`config.mk`:
```
export PLATFORM = sky130hd
export DESIGN_NAME = module_lock_table_core_flat
export DESIGN_NICKNAME = d
export VERILOG_FILES = /design/src/rtl/mlt_pkg.sv /design/src/rtl/mlt_cmd_if.sv /design/src/rtl/mlt_res_if.sv /design/src/rtl/mlt_lock_update.sv /design/src/rtl/module_lock_table_core.sv /design/src/flat_wrapper.sv
export SDC_FILE = /design/constraint.sdc
export NUM_CORES = 1
export LEC_CHECK = 0
export ABC_AREA = 1
export BUFFER_PORTS_ARGS = -buffer_cell sky130_fd_sc_hd__buf_2
export CAP_MARGIN = 30
export CORE_MARGIN = 2
export CORE_UTILIZATION = 51
export CTS_CLUSTER_SIZE = 8
export DETAILED_ROUTE_END_ITERATION = 16
export PLACE_DENSITY = 0.73
export SLEW_MARGIN = 20
export SYNTH_ARGS = -nofsm -noshare
export SYNTH_HDL_FRONTEND = slang
export SYNTH_SLANG_ARGS = --single-unit
```
`constraint.sdc`:
```
create_clock -name clk -period 2.12 [get_ports clk]
set_input_delay 0.106 -clock clk [delete_from_list [all_inputs] [get_ports clk]]
set_output_delay 0.106 -clock clk [all_outputs]
set_load 0.02 [all_outputs]
```
`src/rtl/mlt_pkg.sv`:
```
package mlt_pkg;

	// Number of locks held in the table.
	localparam int LOCK_COUNT = 16;
	localparam int LOCK_IDX_W = (LOCK_COUNT > 1) ? $clog2(LOCK_COUNT) : 1;

	// Command codes.
	localparam logic [2:0] CMD_READ        = 3'd0;
	localparam logic [2:0] CMD_CPU_ACQ     = 3'd1;
	localparam logic [2:0] CMD_CPU_REL     = 3'd2;
	localparam logic [2:0] CMD_CHAN_ACQ    = 3'd3;
	localparam logic [2:0] CMD_CHAN_REL    = 3'd4;
	localparam logic [2:0] CMD_CLEAR_ALL   = 3'd5;

	// Status codes.
	localparam logic [1:0] STAT_DONE    = 2'd0;
	localparam logic [1:0] STAT_REFUSED = 2'd1;
	localparam logic [1:0] STAT_WAIT    = 2'd2;

	typedef logic [2:0]  cmd_t;
	typedef logic [1:0]  status_t;
	typedef logic [3:0]  chan_t;
	typedef logic [10:0] word_t;

	// One lock entry: owner channel, cpu owns, a channel owns.
	typedef struct packed {
		chan_t owner;
		logic  cpu_own;
		logic  chan_own;
	} entry_t;

	// One request as carried through the input stage.
	typedef struct packed {
		cmd_t  cmd;
		logic [3:0] lock_id;
		chan_t channel_id;
		logic  channel_enabled;
	} req_t;

	// Outcome of one entry update.
	typedef struct packed {
		entry_t  entry;
		status_t status;
	} upd_t;

	// Lock word as seen by the requester.
	function automatic word_t word_of(input entry_t e);
		return {e.owner, 5'b0, e.cpu_own, e.chan_own};
	endfunction

endpackage

```
`src/rtl/mlt_cmd_if.sv`:
```
interface mlt_cmd_if;
	logic                valid;
	logic                ready;
	mlt_pkg::cmd_t       cmd;
	logic [3:0]          lock_id;
	mlt_pkg::chan_t      channel_id;
	logic                channel_enabled;

	modport source (output valid, output cmd, output lock_id, output channel_id,
		output channel_enabled, input ready);
	modport sink (input valid, input cmd, input lock_id, input channel_id,
		input channel_enabled, output ready);
endinterface

```
`src/rtl/mlt_res_if.sv`:
```
interface mlt_res_if;
	logic                valid;
	logic                ready;
	mlt_pkg::word_t      lock_word;
	mlt_pkg::status_t    status;

	modport source (output valid, output lock_word, output status, input ready);
	modport sink (input valid, input lock_word, input status, output ready);
endinterface

```
`src/rtl/mlt_lock_update.sv`:
```
module mlt_lock_update (
	input  mlt_pkg::req_t   req,
	input  mlt_pkg::entry_t cur,
	output mlt_pkg::upd_t   upd
);
	import mlt_pkg::*;

	logic chan_busy;
	logic foreign_owner;

	// An enabled channel must wait while anyone holds the lock.
	assign chan_busy = cur.chan_own | cur.cpu_own;
	// For a release, the lock is held by the cpu or by some other channel.
	assign foreign_owner = cur.cpu_own | (cur.chan_own & (cur.owner != req.channel_id));

	// Next state of the addressed entry and the status reported.
	always_comb begin
		upd.entry  = cur;
		upd.status = STAT_DONE;
		unique case (req.cmd)
			CMD_CPU_ACQ: begin
				if (!cur.chan_own) begin
					upd.entry.cpu_own = 1'b1;
				end else if (!cur.cpu_own) begin
					upd.status = STAT_REFUSED;
				end
			end
			CMD_CPU_REL: begin
				upd.entry.cpu_own  = 1'b0;
				upd.entry.chan_own = 1'b0;
			end
			CMD_CHAN_ACQ: begin
				if (req.channel_enabled && chan_busy) begin
					upd.status = STAT_WAIT;
				end else begin
					upd.entry.chan_own = 1'b1;
					upd.entry.owner    = req.channel_id;
				end
			end
			CMD_CHAN_REL: begin
				if (req.channel_enabled && foreign_owner) begin
					upd.status = STAT_WAIT;
				end else begin
					upd.entry.chan_own = 1'b0;
				end
			end
			default: begin
				// Reads and unused codes leave the entry as it is.
				upd.entry = cur;
			end
		endcase
	end

endmodule

```
`src/rtl/module_lock_table_core.sv`:
```
// Lock table with one command per transfer: every request gives exactly one
// result (it is held in the input register, then the table is read, updated
// and written back while the result register is loaded). The rate is one
// request per cycle unless the result side stalls, limited only by the
// single read-modify-write of the table per cycle; back-to-back requests to
// the same lock see each other's updates. A channel told to wait finds the
// table unchanged and should send its request again. Clear all empties the
// whole table and reports a zero lock word. The table is empty after reset.
module module_lock_table_core (
	input  logic clk,
	input  logic arst_n,
	mlt_cmd_if.sink   req,
	mlt_res_if.source rsp
);
	import mlt_pkg::*;

	entry_t                  entries_q [LOCK_COUNT];
	req_t                    req_s1;
	logic                    valid_s1;
	logic                    out_valid_q;
	word_t                   lock_word_q;
	status_t                 status_q;

	logic                    advance;
	logic                    in_range;
	logic [LOCK_IDX_W-1:0]   idx;
	entry_t                  cur;
	upd_t                    upd;

	// The input stage moves on whenever the result register is free or drained.
	assign advance   = valid_s1 && (!out_valid_q || rsp.ready);
	assign req.ready = !valid_s1 || advance;

	// Look up the addressed entry.
	assign in_range = (32'(req_s1.lock_id) < LOCK_COUNT);
	assign idx      = LOCK_IDX_W'(req_s1.lock_id);
	assign cur      = entries_q[idx];

	mlt_lock_update u_update (
		.req (req_s1),
		.cur (cur),
		.upd (upd)
	);

	// Input register.
	always_ff @(posedge clk or negedge arst_n) begin
		if (!arst_n) begin
			valid_s1 <= 1'b0;
		end else if (req.ready) begin
			valid_s1 <= req.valid;
		end
	end

	always_ff @(posedge clk) begin
		if (req.valid && req.ready) begin
			req_s1 <= '{cmd: req.cmd, lock_id: req.lock_id,
				channel_id: req.channel_id, channel_enabled: req.channel_enabled};
		end
	end

	// Lock table: written back as the request completes.
	always_ff @(posedge clk or negedge arst_n) begin
		if (!arst_n) begin
			for (int i = 0; i < LOCK_COUNT; i++) begin
				entries_q[i] <= '0;
			end
		end else if (advance) begin
			if (req_s1.cmd == CMD_CLEAR_ALL) begin
				for (int i = 0; i < LOCK_COUNT; i++) begin
					entries_q[i] <= '0;
				end
			end else if (in_range) begin
				entries_q[idx] <= upd.entry;
			end
		end
	end

	// Result register.
	always_ff @(posedge clk or negedge arst_n) begin
		if (!arst_n) begin
			out_valid_q <= 1'b0;
		end else if (advance) begin
			out_valid_q <= 1'b1;
		end else if (rsp.ready) begin
			out_valid_q <= 1'b0;
		end
	end

	always_ff @(posedge clk) begin
		if (advance) begin
			if ((req_s1.cmd == CMD_CLEAR_ALL) || !in_range) begin
				lock_word_q <= '0;
				status_q    <= STAT_DONE;
			end else begin
				lock_word_q <= word_of(upd.entry);
				status_q    <= upd.status;
			end
		end
	end

	assign rsp.valid     = out_valid_q;
	assign rsp.lock_word = lock_word_q;
	assign rsp.status    = status_q;

endmodule
```
`src/flat_wrapper.sv`:
```
// flat-port wrapper written by rule: the top's interface ports become plain ports
module module_lock_table_core_flat import mlt_pkg::*;
  (clk, arst_n, req_valid, req_cmd, req_lock_id, req_channel_id, req_channel_enabled, req_ready, rsp_valid, rsp_lock_word, rsp_status, rsp_ready);
  mlt_cmd_if req_i ();
  mlt_res_if rsp_i ();
  input  logic clk;
  input  logic arst_n;
  input wire logic [$bits(req_i.valid)-1:0] req_valid;
  input wire logic [$bits(req_i.cmd)-1:0] req_cmd;
  input wire logic [$bits(req_i.lock_id)-1:0] req_lock_id;
  input wire logic [$bits(req_i.channel_id)-1:0] req_channel_id;
  input wire logic [$bits(req_i.channel_enabled)-1:0] req_channel_enabled;
  output wire logic [$bits(req_i.ready)-1:0] req_ready;
  output wire logic [$bits(rsp_i.valid)-1:0] rsp_valid;
  output wire logic [$bits(rsp_i.lock_word)-1:0] rsp_lock_word;
  output wire logic [$bits(rsp_i.status)-1:0] rsp_status;
  input wire logic [$bits(rsp_i.ready)-1:0] rsp_ready;
  assign req_i.valid = req_valid;
  assign req_i.cmd = req_cmd;
  assign req_i.lock_id = req_lock_id;
  assign req_i.channel_id = req_channel_id;
  assign req_i.channel_enabled = req_channel_enabled;
  assign req_ready = req_i.ready;
  assign rsp_valid = rsp_i.valid;
  assign rsp_lock_word = rsp_i.lock_word;
  assign rsp_status = rsp_i.status;
  assign rsp_i.ready = rsp_ready;
  module_lock_table_core u_core (.clk(clk), .arst_n(arst_n), .req(req_i), .rsp(rsp_i));
endmodule
```
==> key figures <==
Synthesis
  • Most repeated cell in the gate-level netlist after synthesis: nand2_1
  • Synthesized flop and latch total: 118
  • Fraction of synthesized area in multiplexers: 0
  • Synthesized-area fraction occupied by adder cells: 0
  • Sequential-to-total area share from yosys stat: 0.5405
  • Main combinational cell family by area after synthesis: simple AND/OR/NAND/NOR gates
  • Most common flop cell mapped by yosys: dfrtp_1
  • Gate Count Post-Synth: 717
  • Compound-Gate Fraction of Synth Area: 0.09459
  • Post-synth EDFFs: 20
  • Count of cell types in the netlist: 28
  • Combined area of all synthesized cells: 5648 sq um
  • YS warnings: 0
  • Simple-gate area share of the yosys netlist: 0.3013
  • Synth async-reset ratio: 0.8305
  • Share of the synthesized netlist area taken by xor and xnor gates: 0
  • Leading area contributor after synthesis: dfrtp_1
  • Post-synth top area share: 0.4342
  • Largest cells by area after synthesis: dfrtp_1 (43%), nand2_1 (21%), edfxtp_1 (11%)
  • Commonest cells in the synthesized netlist: nand2_1 (323), dfrtp_1 (98), o21ai_0 (57), inv_1 (50), nor2_1 (45)
  • Synthesized area per cell: 7.877 sq um

Critical path
  • Sort of element at the end of the critical path: flop
  • Arrival time of data at the critical path endpoint: 2.94 ns
  • Capture instance of the worst register-to-register path: u_core.entries_q[36]
  • Maximum net fanout on the critical path: 7
  • Worst R2R Path Depth: 20
  • Required time worst endpoint: 2.54 ns
  • Startpoint-to-endpoint class of the critical path: flop to flop
  • Worst setup slack for register-to-register paths: -0.39 ns
  • Kind of start point of the critical path: flop
  • Critical Path Source: u_core.idx[0]
  • Worst R2R Start: u_core.idx[0]

GRT
  • Pin count of the biggest net entering global routing: 47
  • Global-route usage over all layers: 0.3081
  • Aggregate global routing overflow: 0
  • Initial antenna violation count: 0
  • First-pass GRT wire length: about 27,000 um
  • Number of global-route vias before repair: 5,261

Timing
  • Final Hold Viols: 0
  • Shortest clock period the worst path allows after layout: 2.512 ns
  • Ratio of final minimum period to clock period: 1.185
  • Clock skew after layout: between 0.007 and 0.008 ns
  • Worst slew pin tran: 0.6074 ns
  • Post-route worst setup slack: -0.3919 ns
  • Slew headroom: 0.5946
  • Final count of pins violating max slew: 0
  • Endpoints failing setup: 103
  • Achievable frequency: 0.3981 GHz
  • Setup repair after global routing missed its margin: yes

Clock network
  • Worst-Skew Late Latency: 0.54 ns
  • Clock input transition at the sequential cells of the worst setup and hold paths: 0.05 ns
  • Root buffer cell: clkbuf_8
  • # H-tree levels: 4
  • CTS sink count: about 120
  • Number of buffers created by CTS: 17
  • Number of buffers on the longest clock path: 2
  • Clock tree from TritonCTS: built

Route
  • Top routing layer in use: met4
  • Final WL: 18,020 um
  • DRT Pass-1 Iters: 8
  • Initial DRC count: 627
  • Routed length on met2: 8800 um
  • Detail Route Antenna Nets: 0
  • Count of vias placed by the detailed router: between 5,000 and 6,000
  • Routed vias/inst: 5.637
  • Routed met3 length: 1785 um
  • Residual DRC count: 0
  • Routed metal-1 wirelength: 6821 um
  • Routed WL per cell: about 18 um

Floorplanning
  • X dimension of the die: 109.2 um
  • Chip Height: 109.2 um
  • Floorplan core area: 10,840 sq um
  • Initial core utilization: 0.5210
  • Placement Rows: 38
  • Die area: 11,930 sq um
  • # IOs: 31

Flow run
  • Max-cap viol count: 0

Placement
  • Detailed-placement wirelength estimate: 11,420 um
  • Final Wtd Congestion: around 1.0
  • Worst slack at placement: -0.3132 ns
  • Count of input and output buffers: 25

Cells and area
  • Share of final-layout standard cells stronger than drive strength 1: 0.2530
  • Fill cell total of the finished layout: 770
  • Antenna fix cells: 0
  • Area taken by flip-flops and latches: 3053 sq um
  • Area growth from synthesis to layout: 34.98%
  • Area taken by multi-input logic gates: 2610 sq um
  • Net count of the finished layout: 837
  • Post-layout util: 0.7033

Outcome
  • Violated checks: negative setup slack
  • Outcome: complete, but fails checks

Power
  • Total power per unit cell area: 860.1 nW/um^2
  • Total leakage power: 3.768 nW
  • Worst vdd rail ir drop: 0.7650 mV

Hold path
  • Worst hold path type: primary input to asynchronous set/reset pin
==> layout make-up <==
cell class,count,share of cell area
inverters,54,0.02971
well taps,140,0.02298
repair buffers,103,0.1315
clock buffers,29,0.06680
clock inverters,3,0.005252
multi-input cells,526,0.3424
flip-flops and latches,118,0.4005
repair inverters,1,0.0009847
==> report_power, final <==
group          switching [mW]  total (mW)  internal (mW)
clock                   0.957        2.66           1.71
sequential              0.137        2.67           2.54
combinational           0.756        1.22          0.463
total                    1.85        6.56           4.71
==> worst max-delay path: stages (launching register included) <==
cell and delay (ns):
edfxtp_1 0.47, buf_6 0.19, buf_6 0.13, clkinv_8 0.07
buf_12 0.14, nand2_4 0.05, nand2_2 0.06, nand2_1 0.04
nand2_1 0.09, nand2_1 0.09, nand2_2 0.13, nor2_4 0.04
nand2_1 0.05, nand2_1 0.07, nor2_1 0.15, nand3_1 0.10
nand2_2 0.12, nand2_4 0.10, clkbuf_16 0.18, nand3_2 0.06
nand2_1 0.05
==> cell families (layout without fill, tap and decap cells) <==
| group | Yosys count | after routing |
|---|---|---|
| AND/OR/NAND/NOR | 419 | 419 |
| flip-flops | 118 | 118 |
| AO/OA/AOI/OAI | 102 | 102 |
| buffers and inverters | 77 | 190 |
| other | 1 | 5 |
==> through the flow <==
step | cells | cell area (sq um) | hold slack (ns) | TNS, ns | power (mW)
floorplan | 721 | 5673 | -0.1896 | 0 | 3.215
global placement | 909 | 6274 | 0.1487 | -20.97 | 3.602
detailed placement | 909 | 6274 | 0.1495 | -24.66 | 3.648
CTS | 969 | 7293 | 0.1263 | -17.38 | 6.446
global route | 974 | 7624 | 0.1992 | -38.03 | 6.784
finish | 974 | 7624 | 0.1202 | -29.74 | 6.557
==> registers in the layout, indices dropped and copies added, names as in the netlist <==
register and cells:
u_core.valid_s1 1, u_core.rsp.lock_word 6, u_core.rsp.valid 1, u_core.idx 4
u_core.req_s1 8, u_core.rsp.status 2, u_core.entries_q 96
==> cell usage in the layout (no fill, tap or decap), types with 24 or more instances in the layout <==
| master | Yosys | layout |
|---|---|---|
| nand2_1 | 323 | 298 |
| dfrtp_1 | 98 | 98 |
| inv_1 | 50 | 48 |
| nor2_1 | 45 | 43 |
| o21ai_1 | 39 | 39 |
| buf_4 | 6 | 34 |
| o21ai_2 | 0 | 32 |
| nand2_2 | 4 | 25 |
| o21ai_0 | 57 | 25 |
| buf_2 | 8 | 24 |
==> timing repair <==
| action | 4_1_cts | 5_1_grt |
|---|---|---|
| endpoints found under the hold margin | 58 | 0 |
| gates resized for setup | 55 | 99 |
| endpoints found under the setup margin | 104 | 104 |
| setup buffers | 8 | 5 |
| hold buffers | 17 | 0 |
| pin swaps | 10 | 31 |
| gates cloned | 3 | 2 |
==> routing by layer <==
metal	GRT usage	vias up
met3	0.1088	59
met1	0.3735	2665
li1	-	2494
met4	0.1483	0
met2	0.4907	272
met5	0	-
==> worst max path at each step <==
stage	end	slack [ns]	depth (start not counted)
final	u_core.entries_q[36]	-0.39	20
after global routing	u_core.entries_q[36]	-0.51	20
after CTS	u_core.rsp.lock_word[10]	-0.24	15
after detailed placement	u_core.entries_q[22]	-0.31	14
after global placement	u_core.rsp.lock_word[7]	-0.25	15
after floorplan	u_core.rsp.lock_word[10]	0.04	14
Note: power is estimated with default switching activity, not from simulation.
